--- config.mk ---
export PLATFORM = sky130hd
export DESIGN_NAME = integer_field_formatter_core_flat
export DESIGN_NICKNAME = d
export VERILOG_FILES = /design/src/hw/rtl/iff_pkg.sv /design/src/hw/rtl/iff_if.sv /design/src/hw/rtl/iff_front.sv /design/src/hw/rtl/iff_queue.sv /design/src/hw/rtl/iff_back.sv /design/src/hw/rtl/integer_field_formatter_core.sv /design/src/flat_wrapper.sv
export VERILOG_INCLUDE_DIRS = /design/src /design/src/hw/rtl
export SDC_FILE = /design/constraint.sdc
export NUM_CORES = 1
export LEC_CHECK = 0
export BUFFER_PORTS_ARGS = -buffer_cell sky130_fd_sc_hd__buf_2
export CORE_MARGIN = 8
export CORE_UTILIZATION = 40
export DETAILED_ROUTE_END_ITERATION = 10
export PLACE_DENSITY_LB_ADDON = 0.05
export SYNTH_ARGS = -nofsm -noshare
export SYNTH_HDL_FRONTEND = slang
export SYNTH_SLANG_ARGS = --single-unit
--- constraint.sdc ---
create_clock -name clk_i -period 5.4 [get_ports clk_i]
set_input_delay 0.54 -clock clk_i [delete_from_list [all_inputs] [get_ports clk_i]]
set_output_delay 0.54 -clock clk_i [all_outputs]
set_load 0.05 [all_outputs]
--- src/hw/rtl/integer_field_formatter_core_defines.svh ---
// Assertion macros used by the formatter RTL.
`ifndef INTEGER_FIELD_FORMATTER_CORE_DEFINES_SVH
`define INTEGER_FIELD_FORMATTER_CORE_DEFINES_SVH

// Same-cycle implication, sampled on clk_i, off while rst_ni is low.
`define IFF_ASSERT_NOW(label, ante, cons, msg) \
  label: assert property (@(posedge clk_i) disable iff (!rst_ni) (ante) |-> (cons)) \
    else $error(msg);

// Next-cycle implication, sampled on clk_i, off while rst_ni is low.
`define IFF_ASSERT_NEXT(label, ante, cons, msg) \
  label: assert property (@(posedge clk_i) disable iff (!rst_ni) (ante) |=> (cons)) \
    else $error(msg);

`endif

--- src/hw/rtl/iff_pkg.sv ---
// Types, codes and helpers shared by the integer field formatter.
`timescale 1ns / 1ps
package iff_pkg;

  localparam int REG_IDX_W  = 3;
  localparam int CFG_DATA_W = 7;
  localparam int CNT_W      = 7;   // field counts, up to 64
  localparam int DCNT_W     = 5;   // digit count, up to 22

  typedef enum logic [REG_IDX_W-1:0] {
    REG_CONVERSION      = 3'd0,
    REG_LEFT_ADJUST     = 3'd1,
    REG_ZERO_FILL       = 3'd2,
    REG_ALTERNATE_FORM  = 3'd3,
    REG_SIGN_MODE       = 3'd4,
    REG_MIN_WIDTH       = 3'd5,
    REG_DIGIT_PRECISION = 3'd6
  } reg_idx_e;

  typedef enum logic [2:0] {
    CONV_SDEC = 3'd0,
    CONV_UDEC = 3'd1,
    CONV_OCT  = 3'd2,
    CONV_HEXL = 3'd3,
    CONV_HEXU = 3'd4
  } conv_e;

  typedef enum logic [1:0] {
    SIGN_NONE  = 2'd0,
    SIGN_SPACE = 2'd1,
    SIGN_PLUS  = 2'd2
  } sign_e;

  typedef enum logic [2:0] {
    F_IDLE,
    F_CONV,
    F_CLASS,
    F_SIZE,
    F_PUSH
  } front_state_e;

  localparam logic [7:0] CH_SPACE = 8'h20;
  localparam logic [7:0] CH_PLUS  = 8'h2B;
  localparam logic [7:0] CH_MINUS = 8'h2D;
  localparam logic [7:0] CH_ZERO  = 8'h30;
  localparam logic [7:0] CH_UA    = 8'h41;
  localparam logic [7:0] CH_UX    = 8'h58;
  localparam logic [7:0] CH_LA    = 8'h61;
  localparam logic [7:0] CH_LX    = 8'h78;

  typedef struct packed {
    logic [CFG_DATA_W-1:0] digit_precision;  // two's complement
    logic [CFG_DATA_W-1:0] min_width;
    logic [1:0]            sign_mode;
    logic                  alternate_form;
    logic                  zero_fill;
    logic                  left_adjust;
    logic [2:0]            conversion;
  } cfg_t;

  // Layout of one field, handed from the front to the back.
  typedef struct packed {
    logic [CNT_W-1:0]  total;
    logic [CNT_W-1:0]  lead_cnt;
    logic [1:0]        pre_cnt;
    logic [7:0]        pre_first;
    logic [7:0]        pre_last;
    logic [CNT_W-1:0]  zero_cnt;
    logic [DCNT_W-1:0] dig_cnt;
    logic              upper;
  } job_t;

  function automatic logic [7:0] digit_char(input logic [3:0] d, input logic upper);
    logic [7:0] base;
    base = upper ? CH_UA : CH_LA;
    if (d < 4'd10) begin
      digit_char = CH_ZERO + {4'd0, d};
    end else begin
      digit_char = base + {4'd0, d} - 8'd10;
    end
  endfunction

endpackage

--- src/hw/rtl/iff_if.sv ---
// Channel interfaces: input value, output characters, register writes.
`timescale 1ns / 1ps
interface iff_in_if #(parameter int VALUE_BITS = 32);
  logic                  valid;
  logic                  ready;
  logic [VALUE_BITS-1:0] value;
  modport source (output valid, output value, input ready);
  modport sink (input valid, input value, output ready);
endinterface

interface iff_out_if;
  logic       valid;
  logic       ready;
  logic [7:0] out_char;
  logic       last;
  modport source (output valid, output out_char, output last, input ready);
  modport sink (input valid, input out_char, input last, output ready);
endinterface

interface iff_cfg_if;
  import iff_pkg::*;
  logic                  valid;
  logic                  ready;
  logic [REG_IDX_W-1:0]  index;
  logic [CFG_DATA_W-1:0] data;
  modport source (output valid, output index, output data, input ready);
  modport sink (input valid, input index, input data, output ready);
endinterface

--- src/hw/rtl/iff_front.sv ---
// Front: takes a value, converts it to digits and sizes the field layout.
`timescale 1ns / 1ps
module iff_front #(
  parameter int VALUE_BITS = 32,
  parameter int MAX_FIELD  = 64
) (
  input  logic                                clk_i,
  input  logic                                rst_ni,
  iff_in_if.sink                              in_i,
  input  iff_pkg::cfg_t                       cfg_i,
  output logic                                job_valid_o,
  input  logic                                job_ready_i,
  output iff_pkg::job_t                       job_o,
  output logic [4*((VALUE_BITS+2)/3)-1:0]     digits_o
);
  import iff_pkg::*;

  localparam int DIG_MAX = (VALUE_BITS + 2) / 3;
  localparam int SRC_W   = 4 * DIG_MAX;
  localparam int MAG_W   = ((VALUE_BITS + 3) / 4) * 4;
  localparam int ITERS   = MAG_W / 4;
  localparam int ITER_W  = $clog2(ITERS);

  front_state_e state_q, state_d;

  logic [MAG_W-1:0]  mag_q, mag_step;
  logic [SRC_W-1:0]  bcd_q, bcd_step;
  logic [ITER_W-1:0] iter_q;
  logic              neg_q;
  logic              nz_q;
  logic [SRC_W-1:0]  dvec_q, dvec_sel;
  logic [DCNT_W-1:0] ndig_q, ndig;
  logic [CNT_W-1:0]  zpad_q, zpad;
  logic [1:0]        plen_q, plen;
  logic [7:0]        pfirst_q, pfirst, plast_q, plast;

  conv_e                 conv;
  logic                  is_dec;
  logic                  accept;
  logic                  neg_in;
  logic [VALUE_BITS-1:0] mag_in;
  logic [SRC_W-1:0]      src;
  logic signed [CNT_W-1:0] prec;
  logic signed [CNT_W-1:0] ndig_s;
  logic [7:0]            body;
  logic [7:0]            wid;
  logic [7:0]            span;
  logic [CNT_W-1:0]      fill;

  // Codes 5 to 7 behave as unsigned decimal
  always_comb begin
    if (cfg_i.conversion > CONV_HEXU) begin
      conv = CONV_UDEC;
    end else begin
      conv = conv_e'(cfg_i.conversion);
    end
    is_dec = (conv == CONV_SDEC) || (conv == CONV_UDEC);
  end

  always_comb begin
    neg_in = (conv == CONV_SDEC) && in_i.value[VALUE_BITS-1];
    mag_in = neg_in ? (VALUE_BITS'(0) - in_i.value) : in_i.value;
  end

  // Four double-dabble steps per cycle
  always_comb begin
    bcd_step = bcd_q;
    mag_step = mag_q;
    for (int s = 0; s < 4; s++) begin
      for (int k = 0; k < DIG_MAX; k++) begin
        if (bcd_step[4*k +: 4] >= 4'd5) begin
          bcd_step[4*k +: 4] = bcd_step[4*k +: 4] + 4'd3;
        end
      end
      bcd_step = {bcd_step[SRC_W-2:0], mag_step[MAG_W-1]};
      mag_step = {mag_step[MAG_W-2:0], 1'b0};
    end
  end

  assign src = SRC_W'(mag_q);

  always_comb begin
    dvec_sel = '0;
    for (int k = 0; k < DIG_MAX; k++) begin
      unique case (conv)
        CONV_OCT:             dvec_sel[4*k +: 4] = {1'b0, src[3*k +: 3]};
        CONV_HEXL, CONV_HEXU: dvec_sel[4*k +: 4] = src[4*k +: 4];
        default:              dvec_sel[4*k +: 4] = bcd_q[4*k +: 4];
      endcase
    end
  end

  // Significant digit count, at least one
  always_comb begin
    ndig = DCNT_W'(1);
    for (int k = 0; k < DIG_MAX; k++) begin
      if (dvec_q[4*k +: 4] != 4'd0) begin
        ndig = DCNT_W'(k + 1);
      end
    end
    prec   = $signed(cfg_i.digit_precision);
    ndig_s = $signed({2'b00, ndig});
    zpad   = (prec > ndig_s) ? CNT_W'(prec - ndig_s) : '0;
  end

  always_comb begin
    plen   = 2'd0;
    pfirst = CH_ZERO;
    plast  = CH_ZERO;
    if (conv == CONV_SDEC) begin
      if (neg_q) begin
        plen  = 2'd1;
        plast = CH_MINUS;
      end else if (cfg_i.sign_mode == SIGN_SPACE) begin
        plen  = 2'd1;
        plast = CH_SPACE;
      end else if (cfg_i.sign_mode != SIGN_NONE) begin
        plen  = 2'd1;
        plast = CH_PLUS;
      end
    end
    if (cfg_i.alternate_form && nz_q) begin
      if (conv == CONV_OCT && zpad == '0) begin
        plen  = 2'd1;
        plast = CH_ZERO;
      end else if (conv == CONV_HEXL || conv == CONV_HEXU) begin
        plen   = 2'd2;
        pfirst = CH_ZERO;
        plast  = (conv == CONV_HEXU) ? CH_UX : CH_LX;
      end
    end
  end

  // Field layout from the sized body
  always_comb begin
    body = 8'(plen_q) + 8'(zpad_q) + 8'(ndig_q);
    wid  = {1'b0, cfg_i.min_width};
    fill = (wid > body) ? CNT_W'(wid - body) : '0;
    span = (wid > body) ? wid : body;
    job_o.total     = (span > 8'(MAX_FIELD)) ? CNT_W'(MAX_FIELD) : CNT_W'(span);
    job_o.pre_cnt   = plen_q;
    job_o.pre_first = pfirst_q;
    job_o.pre_last  = plast_q;
    job_o.dig_cnt   = ndig_q;
    job_o.upper     = (conv == CONV_HEXU);
    priority if (cfg_i.zero_fill) begin
      job_o.lead_cnt = '0;
      job_o.zero_cnt = fill + zpad_q;
    end else if (!cfg_i.left_adjust) begin
      job_o.lead_cnt = fill;
      job_o.zero_cnt = zpad_q;
    end else begin
      job_o.lead_cnt = '0;
      job_o.zero_cnt = zpad_q;
    end
  end

  assign digits_o = dvec_q;

  // Next state
  always_comb begin
    state_d = state_q;
    unique case (state_q)
      F_IDLE:  if (in_i.valid) state_d = is_dec ? F_CONV : F_CLASS;
      F_CONV:  if (iter_q == '0) state_d = F_CLASS;
      F_CLASS: state_d = F_SIZE;
      F_SIZE:  state_d = F_PUSH;
      F_PUSH:  if (job_ready_i) state_d = F_IDLE;
      default: state_d = F_IDLE;
    endcase
  end

  // Outputs
  always_comb begin
    in_i.ready  = (state_q == F_IDLE);
    job_valid_o = (state_q == F_PUSH);
    accept      = (state_q == F_IDLE) && in_i.valid;
  end

  always_ff @(posedge clk_i or negedge rst_ni) begin
    if (!rst_ni) begin
      state_q <= F_IDLE;
      iter_q  <= '0;
    end else begin
      state_q <= state_d;
      if (accept) begin
        iter_q <= ITER_W'(ITERS - 1);
      end else if (state_q == F_CONV) begin
        iter_q <= iter_q - 1'b1;
      end
    end
  end

  always_ff @(posedge clk_i) begin
    if (accept) begin
      mag_q <= MAG_W'(mag_in);
      bcd_q <= '0;
      neg_q <= neg_in;
      nz_q  <= |in_i.value;
    end else if (state_q == F_CONV) begin
      mag_q <= mag_step;
      bcd_q <= bcd_step;
    end
    if (state_q == F_CLASS) begin
      dvec_q <= dvec_sel;
    end
    if (state_q == F_SIZE) begin
      ndig_q   <= ndig;
      zpad_q   <= zpad;
      plen_q   <= plen;
      pfirst_q <= pfirst;
      plast_q  <= plast;
    end
  end

endmodule

--- src/hw/rtl/iff_queue.sv ---
// Two-entry queue between the front and the back.
`timescale 1ns / 1ps
module iff_queue #(
  parameter int DATA_W = 8
) (
  input  logic              clk_i,
  input  logic              rst_ni,
  input  logic              push_valid_i,
  output logic              push_ready_o,
  input  logic [DATA_W-1:0] push_data_i,
  output logic              pop_valid_o,
  input  logic              pop_ready_i,
  output logic [DATA_W-1:0] pop_data_o
);
  logic [DATA_W-1:0] mem_q [2];
  logic              wr_ptr_q, rd_ptr_q;
  logic [1:0]        count_q;
  logic              push, pop;

  assign push_ready_o = (count_q != 2'd2);
  assign pop_valid_o  = (count_q != 2'd0);
  assign pop_data_o   = mem_q[rd_ptr_q];
  assign push         = push_valid_i && push_ready_o;
  assign pop          = pop_valid_o && pop_ready_i;

  always_ff @(posedge clk_i or negedge rst_ni) begin
    if (!rst_ni) begin
      wr_ptr_q <= 1'b0;
      rd_ptr_q <= 1'b0;
      count_q  <= 2'd0;
    end else begin
      if (push) wr_ptr_q <= ~wr_ptr_q;
      if (pop) rd_ptr_q <= ~rd_ptr_q;
      count_q <= count_q + {1'b0, push} - {1'b0, pop};
    end
  end

  always_ff @(posedge clk_i) begin
    if (push) begin
      mem_q[wr_ptr_q] <= push_data_i;
    end
  end

endmodule

--- src/hw/rtl/iff_back.sv ---
// Back: walks the field layout and sends one character per transfer.
`timescale 1ns / 1ps
module iff_back #(
  parameter int VALUE_BITS = 32
) (
  input  logic                            clk_i,
  input  logic                            rst_ni,
  input  logic                            job_valid_i,
  output logic                            job_ready_o,
  input  iff_pkg::job_t                   job_i,
  input  logic [4*((VALUE_BITS+2)/3)-1:0] digits_i,
  iff_out_if.source                       out_o
);
  import iff_pkg::*;

  localparam int DIG_MAX   = (VALUE_BITS + 2) / 3;
  localparam int SRC_W     = 4 * DIG_MAX;
  localparam int DIG_IDX_W = $clog2(DIG_MAX);

  logic              active_q, active_d;
  logic [CNT_W-1:0]  lead_q, lead_d;
  logic [1:0]        pre_q, pre_d;
  logic [CNT_W-1:0]  zero_q, zero_d;
  logic [DCNT_W-1:0] dig_q, dig_d;
  logic [CNT_W-1:0]  rem_q, rem_d;
  logic [7:0]        pfirst_q, plast_q;
  logic              upper_q;
  logic [SRC_W-1:0]  dvec_q;
  logic              ovalid_q, ovalid_d;
  logic [7:0]        ochar_q, ochar_d;
  logic              olast_q, olast_d;

  logic              adv, fire, load;
  logic [DCNT_W-1:0] dig_pos;
  logic [DIG_IDX_W-1:0] dig_idx;
  logic [3:0]        digit;
  logic [7:0]        ch;

  assign dig_pos = dig_q - 1'b1;
  assign dig_idx = dig_pos[DIG_IDX_W-1:0];
  assign digit   = dvec_q[{dig_idx, 2'b00} +: 4];

  always_comb begin
    adv  = !ovalid_q || out_o.ready;
    fire = active_q && adv;
    load = job_valid_i && (!active_q || (fire && rem_q == CNT_W'(1)));
    job_ready_o = load;
  end

  // Character from the first segment not yet used up; trailing spaces last
  always_comb begin
    lead_d = lead_q;
    pre_d  = pre_q;
    zero_d = zero_q;
    dig_d  = dig_q;
    priority if (lead_q != '0) begin
      ch     = CH_SPACE;
      lead_d = lead_q - 1'b1;
    end else if (pre_q != 2'd0) begin
      ch    = (pre_q == 2'd2) ? pfirst_q : plast_q;
      pre_d = pre_q - 1'b1;
    end else if (zero_q != '0) begin
      ch     = CH_ZERO;
      zero_d = zero_q - 1'b1;
    end else if (dig_q != '0) begin
      ch    = digit_char(digit, upper_q);
      dig_d = dig_q - 1'b1;
    end else begin
      ch = CH_SPACE;
    end
  end

  always_comb begin
    active_d = active_q;
    rem_d    = rem_q;
    ovalid_d = ovalid_q;
    ochar_d  = ochar_q;
    olast_d  = olast_q;
    if (adv) begin
      ovalid_d = active_q;
      ochar_d  = ch;
      olast_d  = (rem_q == CNT_W'(1));
    end
    if (fire) begin
      rem_d = rem_q - 1'b1;
      if (rem_q == CNT_W'(1)) active_d = 1'b0;
    end
    if (load) begin
      active_d = 1'b1;
      rem_d    = job_i.total;
    end
  end

  always_ff @(posedge clk_i or negedge rst_ni) begin
    if (!rst_ni) begin
      active_q <= 1'b0;
      ovalid_q <= 1'b0;
      rem_q    <= '0;
      lead_q   <= '0;
      pre_q    <= 2'd0;
      zero_q   <= '0;
      dig_q    <= '0;
    end else begin
      active_q <= active_d;
      ovalid_q <= ovalid_d;
      rem_q    <= rem_d;
      if (load) begin
        lead_q <= job_i.lead_cnt;
        pre_q  <= job_i.pre_cnt;
        zero_q <= job_i.zero_cnt;
        dig_q  <= job_i.dig_cnt;
      end else if (fire) begin
        lead_q <= lead_d;
        pre_q  <= pre_d;
        zero_q <= zero_d;
        dig_q  <= dig_d;
      end
    end
  end

  always_ff @(posedge clk_i) begin
    ochar_q <= ochar_d;
    olast_q <= olast_d;
    if (load) begin
      pfirst_q <= job_i.pre_first;
      plast_q  <= job_i.pre_last;
      upper_q  <= job_i.upper;
      dvec_q   <= digits_i;
    end
  end

  assign out_o.valid    = ovalid_q;
  assign out_o.out_char = ochar_q;
  assign out_o.last     = olast_q;

endmodule

--- src/hw/rtl/integer_field_formatter_core.sv ---
// Flow: input transfer, then the front states F_CONV (decimal only, the BCD converter), F_CLASS,
// F_SIZE and F_PUSH, then the two-entry queue and the registered output stage; octal and hex skip F_CONV.
// Throughput: one character per cycle at the output while out_o.ready holds; the front takes
// no new value until its item is pushed to the queue, and an item holds the output for its field length.
// Reset: registers return to signed decimal, no flags, width 0, precision not given;
// the front, queue and output stage come up empty.
`timescale 1ns / 1ps
`include "integer_field_formatter_core_defines.svh"
module integer_field_formatter_core #(
  parameter int VALUE_BITS = 32,
  parameter int MAX_FIELD  = 64
) (
  input  logic      clk_i,
  input  logic      rst_ni,
  iff_in_if.sink    in_i,
  iff_out_if.source out_o,
  iff_cfg_if.sink   cfg_i
);
  import iff_pkg::*;

  localparam int DIG_W  = 4 * ((VALUE_BITS + 2) / 3);
  localparam int JOB_W  = $bits(job_t);
  localparam int QDAT_W = JOB_W + DIG_W;
  localparam logic signed [CFG_DATA_W-1:0] PREC_MIN = -7'sd1;
  localparam logic signed [CFG_DATA_W-1:0] PREC_MAX = CFG_DATA_W'(MAX_FIELD - 2);
  localparam logic [CFG_DATA_W-1:0]        WIDTH_MAX = CFG_DATA_W'(MAX_FIELD);

  cfg_t              cfg_q;
  logic              job_valid, job_ready;
  job_t              job;
  logic [DIG_W-1:0]  digits;
  logic              q_valid, q_ready;
  logic [QDAT_W-1:0] q_data;
  job_t              q_job;
  logic [DIG_W-1:0]  q_digits;

  assign cfg_i.ready = 1'b1;

  always_ff @(posedge clk_i or negedge rst_ni) begin
    if (!rst_ni) begin
      cfg_q.conversion      <= CONV_SDEC;
      cfg_q.left_adjust     <= 1'b0;
      cfg_q.zero_fill       <= 1'b0;
      cfg_q.alternate_form  <= 1'b0;
      cfg_q.sign_mode       <= SIGN_NONE;
      cfg_q.min_width       <= '0;
      cfg_q.digit_precision <= PREC_MIN;
    end else if (cfg_i.valid) begin
      unique case (cfg_i.index)
        REG_CONVERSION:     cfg_q.conversion     <= cfg_i.data[2:0];
        REG_LEFT_ADJUST:    cfg_q.left_adjust    <= cfg_i.data[0];
        REG_ZERO_FILL:      cfg_q.zero_fill      <= cfg_i.data[0];
        REG_ALTERNATE_FORM: cfg_q.alternate_form <= cfg_i.data[0];
        REG_SIGN_MODE:      cfg_q.sign_mode      <= cfg_i.data[1:0];
        REG_MIN_WIDTH: begin
          cfg_q.min_width <= (cfg_i.data > WIDTH_MAX) ? WIDTH_MAX : cfg_i.data;
        end
        REG_DIGIT_PRECISION: begin
          priority if ($signed(cfg_i.data) < PREC_MIN) begin
            cfg_q.digit_precision <= PREC_MIN;
          end else if ($signed(cfg_i.data) > PREC_MAX) begin
            cfg_q.digit_precision <= PREC_MAX;
          end else begin
            cfg_q.digit_precision <= cfg_i.data;
          end
        end
        default: ;  // unknown index: drop the write
      endcase
    end
  end

  iff_front #(
    .VALUE_BITS (VALUE_BITS),
    .MAX_FIELD  (MAX_FIELD)
  ) u_front (
    .clk_i       (clk_i),
    .rst_ni      (rst_ni),
    .in_i        (in_i),
    .cfg_i       (cfg_q),
    .job_valid_o (job_valid),
    .job_ready_i (job_ready),
    .job_o       (job),
    .digits_o    (digits)
  );

  iff_queue #(
    .DATA_W (QDAT_W)
  ) u_queue (
    .clk_i        (clk_i),
    .rst_ni       (rst_ni),
    .push_valid_i (job_valid),
    .push_ready_o (job_ready),
    .push_data_i  ({job, digits}),
    .pop_valid_o  (q_valid),
    .pop_ready_i  (q_ready),
    .pop_data_o   (q_data)
  );

  assign q_job    = job_t'(q_data[QDAT_W-1:DIG_W]);
  assign q_digits = q_data[DIG_W-1:0];

  iff_back #(
    .VALUE_BITS (VALUE_BITS)
  ) u_back (
    .clk_i       (clk_i),
    .rst_ni      (rst_ni),
    .job_valid_i (q_valid),
    .job_ready_o (q_ready),
    .job_i       (q_job),
    .digits_i    (q_digits),
    .out_o       (out_o)
  );

  `IFF_ASSERT_NEXT(a_front_busy_after_accept, in_i.valid && in_i.ready, !in_i.ready, "front took a second value while busy")
  `IFF_ASSERT_NOW(a_job_not_empty, job_valid && job_ready, job.dig_cnt != '0 && job.total != '0, "queued field has no characters")
  `IFF_ASSERT_NOW(a_precision_clamped, 1'b1, $signed(cfg_q.digit_precision) >= PREC_MIN && $signed(cfg_q.digit_precision) <= PREC_MAX, "precision register out of range")
  `IFF_ASSERT_NOW(a_width_clamped, 1'b1, cfg_q.min_width <= WIDTH_MAX, "width register out of range")

endmodule
--- src/flat_wrapper.sv ---
// flat-port wrapper written by rule: the top's interface ports become plain ports
module integer_field_formatter_core_flat import iff_pkg::*;
#(
  parameter int VALUE_BITS = 32,
  parameter int MAX_FIELD  = 64
)
  (clk_i, rst_ni, in_i_valid, in_i_value, in_i_ready, out_o_valid, out_o_out_char, out_o_last, out_o_ready, cfg_i_valid, cfg_i_index, cfg_i_data, cfg_i_ready);
  iff_in_if #(.VALUE_BITS(VALUE_BITS)) in_i_i ();
  iff_out_if out_o_i ();
  iff_cfg_if cfg_i_i ();
  input  logic clk_i;
  input  logic rst_ni;
  input wire logic [$bits(in_i_i.valid)-1:0] in_i_valid;
  input wire logic [$bits(in_i_i.value)-1:0] in_i_value;
  output wire logic [$bits(in_i_i.ready)-1:0] in_i_ready;
  output wire logic [$bits(out_o_i.valid)-1:0] out_o_valid;
  output wire logic [$bits(out_o_i.out_char)-1:0] out_o_out_char;
  output wire logic [$bits(out_o_i.last)-1:0] out_o_last;
  input wire logic [$bits(out_o_i.ready)-1:0] out_o_ready;
  input wire logic [$bits(cfg_i_i.valid)-1:0] cfg_i_valid;
  input wire logic [$bits(cfg_i_i.index)-1:0] cfg_i_index;
  input wire logic [$bits(cfg_i_i.data)-1:0] cfg_i_data;
  output wire logic [$bits(cfg_i_i.ready)-1:0] cfg_i_ready;
  assign in_i_i.valid = in_i_valid;
  assign in_i_i.value = in_i_value;
  assign in_i_ready = in_i_i.ready;
  assign out_o_valid = out_o_i.valid;
  assign out_o_out_char = out_o_i.out_char;
  assign out_o_last = out_o_i.last;
  assign out_o_i.ready = out_o_ready;
  assign cfg_i_i.valid = cfg_i_valid;
  assign cfg_i_i.index = cfg_i_index;
  assign cfg_i_i.data = cfg_i_data;
  assign cfg_i_ready = cfg_i_i.ready;
  integer_field_formatter_core #(.VALUE_BITS(VALUE_BITS), .MAX_FIELD(MAX_FIELD)) u_core (.clk_i(clk_i), .rst_ni(rst_ni), .in_i(in_i_i), .out_o(out_o_i), .cfg_i(cfg_i_i));
endmodule
==> results.tsv, run 1 <==
stage	metric	value	unit
route	total routed wirelength	62800	um
floorplan	starting density of the core	0.404	
clock_tree	# hold bufs at CTS	0	
logic_synthesis	Yosys top cell area share	0.387	
floorplan	I/O pins	59	
clock_tree	CTS tree	built	
floorplan	Die Ht	262	um
timing	Final Setup Violations	0	
global_routing	gr usage total	0.176	
logic_synthesis	Post-synth EDFFs	313	
timing	Slew HR	0.222	
worst_setup_path	CP Launch Point	u_core.u_front.bcd_q[36]	
logic_synthesis	top cells by area, synth	edfxtp_1 39%, ha_1 6.5%, dfrtp_1 5.7%, mux2_2 3.9%, o21ai_0 3.7%	
worst_setup_path	Critical Path RT	5880	ps
cells_and_area	Final nets	2540	
logic_synthesis	Post-synth top cells	313 x edfxtp_1, 224 x nand2_1, 178 x o21ai_0	
logic_synthesis	Synth Flop Type	edfxtp_1	
logic_synthesis	Syn Inst Count	2304	
route	DRC Markers	0	
logic_synthesis	synth warn	0	
logic_synthesis	Mapped Nets	2483	
global_routing	first-pass GRT wire length	97900	um
floorplan	Core Area	60100	sq um
placed_design	gpl congestion	0.827	
min_path	HP Class	input port to async pin	
route	met2 wire length	30200	um
route	Highest Signal Layer	met4	
worst_setup_path	reg2reg start	u_core.u_front.bcd_q[36]	
cells_and_area	fraction of layout cells with a size suffix above 1	0.147	
route	routed length per instance	19.7	um
placed_design	DP HPWL	46100	um
floorplan	Die W	262	um
timing	hold_ws	141	ps
route	ANT nets after route	0	
logic_synthesis	library cells used by synthesis	92	
global_routing	Congestion Overflow GR	0	
worst_setup_path	crit path DAT	5570	ps
worst_setup_path	CP Class	flop to flop	
worst_setup_path	Slowest-stage cell, CP	o311ai_0	
cells_and_area	Layout fillers	5708	
run_status	status	complete, no violations	
floorplan	DIE AREA	68800	sq um
logic_synthesis	count leader, synth	edfxtp_1	
clock_tree	latest clock arrival within the worst-skew pair	600	ps
logic_synthesis	register area share after synthesis	0.488	
route	starting DRC count in detailed routing	932	
clock_tree	clk root buf	clkbuf_16	
worst_setup_path	R2R depth	23	
run	Max Cap Violations	0	
timing	measured slew at the worst slew-check pin	1170	ps
worst_setup_path	CP startpoint kind	flop	
worst_setup_path	reg2reg end	u_core.u_front.bcd_q[38]	
cells_and_area	P&R area growth vs syn	12.9	%
route	WL met1	29400	um
timing	Fmax	197	MHz
worst_setup_path	max incr delay on CP	580	ps
clock_tree	CTS H-Tree Depth	2	
logic_synthesis	mapped cell area	24300	sq um
clock_tree	CTS clk-pin slew, worst paths	60	ps
logic_synthesis	Yosys reg bits	419	
cells_and_area	number of diodes	0	
global_routing	largest net degree at the start of global routing	84	
timing	Slew Viols, Final	0	
route	met3 WL	1930	um
timing	Hold Vio Cnt, Final	0	
clock_tree	clk buf depth	3	
global_routing	initial antenna violation count	0	
global_routing	vias in the first global route	17236	
worst_setup_path	critical path, cell by cell	inv_1 > ha_1 > nand2b_1 > a21oi_1 > xnor2_1 > inv_1 > ha_1 > inv_1 > nor2_1 > o31ai_1 > xnor2_1 > inv_1 > ha_1 > nand2b_1 > and3b_1 > nor2_1 > xnor2_1 > ha_1 > nand2b_1 > nand2_1 > o311ai_0 > mux2i_1 > a22o_1	
worst_setup_path	Critical Path Sink	u_core.u_front.bcd_q[38]	
floorplan	num rows	90	
clock_tree	CTS Buf Count	48	
route	Via-to-Cell Ratio	5.50	
logic_synthesis	ys async rst share	0.148	
worst_setup_path	Setup crit end kind	flop	
logic_synthesis	Mapped Avg Cell Area	10.5	sq um
placed_design	Port Buffer Count	56	
timing	period utilization	0.942	
route	vias post-DR	17495	
route	drt first pass iters	5	
clock_tree	CTS Sinks	419	
worst_setup_path	setup slack, reg-to-reg	310	ps
logic_synthesis	Synth area leader	edfxtp_1	
worst_setup_path	crit path max fanout	5	
placed_design	placed insts	3087	
timing	Setup Skew	28.1	ps
timing	crit path time final	5090	ps
cells_and_area	final cell count without fillers	3181	
flip-flops by register name, indices dropped and copies added (netlist names), 5 cells and up:
| name | count |
|---|---|
| u_core.cfg_q | 22 |
| u_core.u_back.dig_q | 5 |
| u_core.u_back.dvec_q | 44 |
| u_core.u_back.lead_q | 7 |
| u_core.u_back.out_o.out_char | 7 |
| u_core.u_back.plast_q | 7 |
| u_core.u_back.rem_q | 7 |
| u_core.u_back.zero_q | 7 |
| u_core.u_front.bcd_q | 44 |
| u_core.u_front.digits_o | 44 |
| u_core.u_front.mag_q | 32 |
| u_core.u_front.plast_q | 6 |
| u_core.u_front.zpad_q | 7 |
| u_core.u_queue.mem_q | 156 |
logic make-up after synthesis:
family                     Yosys count  share of synthesized area
AOI/OAI and AO/OA                  582                      0.154
xor gates and xnor gates            90                     0.0325
adders and majority gates          133                     0.0703
buffers and inverters              254                     0.0414
DFF                                419                      0.488
muxes                              179                     0.0824
other                                2                   0.000309
and+or+nand+nor                    645                      0.131
critical path: cells and delay by family (launching register included):
family	cells	cell delay, ps
buf+inv	4	460
xor+xnor	3	900
mux	1	170
flops	1	400
simple gates	7	910
fa+ha+maj	4	900
compound gates	4	1250
placed cells by master, fill, tap and decap left out, drive strengths merged, types with 9 or more instances in the layout:
cell / instances
a211o: 17
a211oi: 23
a21o: 28
a21oi: 114
a22o: 15
a31oi: 23
a32oi: 9
and2: 28
buf: 96
clkbuf: 68
clkinv: 13
dfrtp: 55
dfxtp: 44
edfxtp: 313
ha: 126
inv: 165
mux2: 84
mux2i: 87
nand2: 224
nand2b: 50
nand3: 24
nand3b: 9
nor2: 144
nor2b: 31
nor3: 39
nor3b: 10
nor4: 16
o211ai: 20
o21a: 15
o21ai: 182
o22a: 16
o22ai: 42
o31ai: 15
or3: 15
or3b: 12
or4: 10
xnor2: 60
xor2: 30
how the worst min path moves through the flow:
stage                                from                     endpoint  cells past startpoint
2_1_floorplan                      rst_ni              u_core.cfg_q[0]                      0
3_3_place_gp   u_core.u_front.digits_o[3]   u_core.u_queue.mem_q[0][3]                      0
3_5_place_dp    u_core.u_front.plast_q[0]  u_core.u_queue.mem_q[1][57]                      0
4_1_cts                            rst_ni      u_core.u_queue.wr_ptr_q                      2
5_1_grt                            rst_ni      u_core.u_queue.wr_ptr_q                      2
6_report                           rst_ni      u_core.u_queue.wr_ptr_q                      2
timing repair:
action | 4_1_cts | 5_1_grt
setup buffers | 0 | 6
hold endpoints to repair | 0 | 0
gates resized for setup | 0 | 59
endpoints found under the setup margin | 0 | 22
through the flow:
| stage | setup WS [ps] | util | cell area (sq um) | TNS (ps) |
|---|---|---|---|---|
| global route | -49.2 | 0.455 | 27400 | -175 |
| floorplan | 148 | - | 24300 | 0 |
| global placement | 147 | 0.423 | 25500 | 0 |
| CTS | 41.8 | 0.450 | 27100 | 0 |
| detailed placement | 71.8 | 0.423 | 25500 | 0 |
| finish | 315 | 0.455 | 27400 | 0 |
metal layers:
metal,GRT usage,vias to the layer above
li1,-,8565
met1,0.236,8561
met2,0.304,293
met3,0.0194,76
met4,0.0421,0
met5,0,-
area by class of cell:
cell class | instances | area, sq um | share of cell area
multi-input cells | 1631 | 11700 | 0.427
well taps | 782 | 978 | 0.0357
flip-flops and latches | 419 | 11900 | 0.433
repair buffers | 96 | 593 | 0.0217
clock inverters | 20 | 277 | 0.0101
inverters | 165 | 619 | 0.0226
clock buffers | 68 | 1360 | 0.0496
Power of run 1 is left out: the tool's default activity adds up to more than one toggle a clock period on the data nets, which glitch-free logic cannot reach.
==> inputs of run 2 (changes only) <==
ABC_AREA = 1   (was not set)
==> run 2 against run 1 <==
  * Maximum frequency is 1.5% higher
  * Wire length shrank 2.5%
  * Critical path type unchanged
  * Clock skew decreased by 18 ps
  * Final cell count increased by 17%
  * Highest routed layer is now met5
  * Register-to-register slack better by 70 ps
  * Worst setup slack better by 73 ps
  * Flip-flop and latch count is the same
  * Utilization shrank 0.15 points
  * First-iteration DRC count is 10% higher
  * Critical endpoint is now u_core.u_queue.mem_q[0][56]
==> results.tsv, run 2 <==
stage	metric	value	unit
run_status	status	complete, no violations	
clock_tree	CTS tree	built	
floorplan	I/O pins	59	
worst_setup_path	Buf/Inv on CP	7	
cells_and_area	number of diodes	0	
route	Via-to-Cell Ratio	5.05	
floorplan	starting density of the core	0.404	
cells_and_area	Largest register FFs	156	
worst_setup_path	CP Class	flop to flop	
logic_synthesis	Post-synth top cells	837 x nand2_1, 375 x inv_1, 313 x edfxtp_1	
worst_setup_path	R2R depth	30	
timing	setup_tns	0	ps
cells_and_area	Final nets	3086	
logic_synthesis	Synth Flop Type	edfxtp_1	
worst_setup_path	Critical Path RT	5720	ps
cells_and_area	P&R area growth vs syn	12.4	%
floorplan	Core Area	59000	sq um
logic_synthesis	ys async rst share	0.148	
clock_tree	clk buf depth	3	
timing	Hold Vio Cnt, Final	0	
timing	Slew HR	0.399	
logic_synthesis	register area share after synthesis	0.497	
route	drt first pass iters	5	
timing	RSZ-0062 raised after global routing	no	
worst_setup_path	Largest delay share family, worst path	adder cells	
clock_tree	CTS H-Tree Depth	2	
global_routing	vias in the first global route	17881	
timing	Setup Skew	10.4	ps
floorplan	DIE AREA	67600	sq um
clock_tree	# hold bufs at CTS	0	
logic_synthesis	top cells by area, synth	edfxtp_1 39%, nand2_1 13%, ha_1 6.6%, inv_1 5.9%, dfrtp_1 5.8%	
worst_setup_path	max incr delay on CP	530	ps
worst_setup_path	Slowest-stage cell, CP	fa_1	
timing	Slew Viols, Final	0	
logic_synthesis	Yosys top cell area share	0.394	
floorplan	num rows	89	
logic_synthesis	Yosys reg bits	419	
route	DRC Markers	0	
logic_synthesis	Post-synth EDFFs	313	
worst_setup_path	Setup crit end kind	flop	
worst_setup_path	CP startpoint kind	flop	
clock_tree	latest clock arrival within the worst-skew pair	580	ps
clock_tree	CTS clk-pin slew, worst paths	60	ps
global_routing	Congestion Overflow GR	0	
cells_and_area	Top reg by flops	u_core.u_queue.mem_q	
clock_tree	CTS Buf Count	50	
clock_tree	clk root buf	clkbuf_16	
placed_design	Port Buffer Count	56	
logic_synthesis	Mapped Avg Cell Area	8.42	sq um
timing	Final Setup Violations	0	
timing	crit path time final	5010	ps
cells_and_area	fraction of layout cells with a size suffix above 1	0.0872	
cells_and_area	final cell count without fillers	3721	
logic_synthesis	Synth area leader	edfxtp_1	
timing	Fmax	200	MHz
route	total routed wirelength	61200	um
route	vias post-DR	18775	
logic_synthesis	mapped cell area	23800	sq um
worst_setup_path	setup slack, reg-to-reg	390	ps
worst_setup_path	crit path max fanout	15	
floorplan	Die Ht	260	um
logic_synthesis	Syn Inst Count	2832	
logic_synthesis	synth warn	0	
global_routing	first-pass GRT wire length	97100	um
floorplan	Die W	260	um
global_routing	gr usage total	0.179	
placed_design	DP HPWL	45100	um
route	routed length per instance	16.4	um
placed_design	gpl congestion	0.852	
logic_synthesis	Mapped Nets	3011	
worst_setup_path	crit path DAT	5330	ps
min_path	HP Class	input port to async pin	
logic_synthesis	count leader, synth	nand2_1	
logic_synthesis	library cells used by synthesis	54	
run	Max Cap Violations	0	
placed_design	placed insts	3624	
cells_and_area	most frequent cells in the layout	837 x nand2_1, 370 x inv_1, 313 x edfxtp_1, 213 x nor2_1, 212 x nand3_1	
route	starting DRC count in detailed routing	1027	
global_routing	initial antenna violation count	1	
global_routing	largest net degree at the start of global routing	63	
worst_setup_path	reg2reg end	u_core.u_queue.mem_q[0][56]	
worst_setup_path	reg2reg start	u_core.u_front.zpad_q[1]	
timing	period utilization	0.928	
clock_tree	CTS Sinks	419	
timing	measured slew at the worst slew-check pin	902	ps
route	ANT nets after route	0	
cells_and_area	most common cell after layout, fill and taps aside	nand2_1	
## run 2: cell types whose count changed in the layout (fill, tap and decap cells not counted), sizes merged, moves of 36 or more
| cell | previous run | this run |
|---|---|---|
| nor2 | 144 | 220 |
| o21ai | 182 | 218 |
| mux2 | 84 | 0 |
| inv | 165 | 381 |
| nand3 | 24 | 226 |
| nand2 | 224 | 849 |
| a21oi | 114 | 59 |
| mux2i | 87 | 0 |
| xnor2 | 60 | 20 |
| nand2b | 50 | 0 |
## run 2: how the worst max path moves through the flow
stage | start | end | slack (ps) | cells past startpoint
final | u_core.u_front.zpad_q[1] | u_core.u_queue.mem_q[0][56] | 390 | 30
after CTS | u_core.u_front.zpad_q[1] | u_core.u_queue.mem_q[0][56] | 110 | 26
after detailed placement | u_core.u_front.zpad_q[1] | u_core.u_queue.mem_q[0][56] | 130 | 28
after global placement | u_core.u_front.zpad_q[1] | u_core.u_queue.mem_q[0][56] | 150 | 28
after floorplan | u_core.u_front.zpad_q[1] | u_core.u_queue.mem_q[0][56] | 460 | 26
after global routing | u_core.u_front.zpad_q[1] | u_core.u_queue.mem_q[0][56] | 20 | 30
## run 2: cell type report
cell class              instances  area, sq um
fillers                      5735        32200
flip-flops and latches        419        11800
multi-input cells            1964        10300
inverters                     385         1450
clock buffers                  65         1390
well taps                     773          967
repair buffers                 87          517
clock inverters                28          315
## run 2: what timing repair did
item	4_1_cts	5_1_grt
gates resized for setup	0	8
buffers inserted	0	4
endpoints found under the setup margin	0	4
endpoints found under the hold margin	0	0
## run 2: stage by stage
| step | area (sq um) | util | hold WS (ps) | worst slack (ps) |
|---|---|---|---|---|
| floorplan | 23800 | - | 244 | 457 |
| global placement | 25000 | 0.424 | 428 | 153 |
| detailed placement | 25000 | 0.424 | 434 | 128 |
| CTS | 26700 | 0.453 | 154 | 106 |
| global route | 26800 | 0.454 | 199 | 19.2 |
| finish | 26800 | 0.454 | 148 | 388 |
## run 2: logic make-up after synthesis
group           Yosys count  share of synthesized area
compound gates          380                     0.0919
xor+xnor                 47                     0.0179
fa+ha+maj               132                     0.0712
buf+inv                 449                     0.0725
flops                   419                      0.497
other cells               2                   0.000315
simple gates           1403                      0.249
## run 2: routing by layer
metal	up-vias	part of all wire	GRT usage
met5	-	0.00028	0
met4	2	0.019	0.0420
met3	75	0.047	0.0298
met2	315	0.44	0.280
met1	8832	0.49	0.258
li1	9551	-	-
## run 2: worst register-to-register path: cells and delay by family (launching register included)
| family | cells | cell delay, ps |
|---|---|---|
| flip-flops | 1 | 380 |
| buffers and inverters | 7 | 580 |
| adder cells (fa/ha/maj) | 5 | 1680 |
| AND/OR/NAND/NOR | 8 | 640 |
| AO/OA/AOI/OAI | 8 | 1150 |
| XOR/XNOR | 2 | 320 |
Power of run 2 is left out for the same reason.
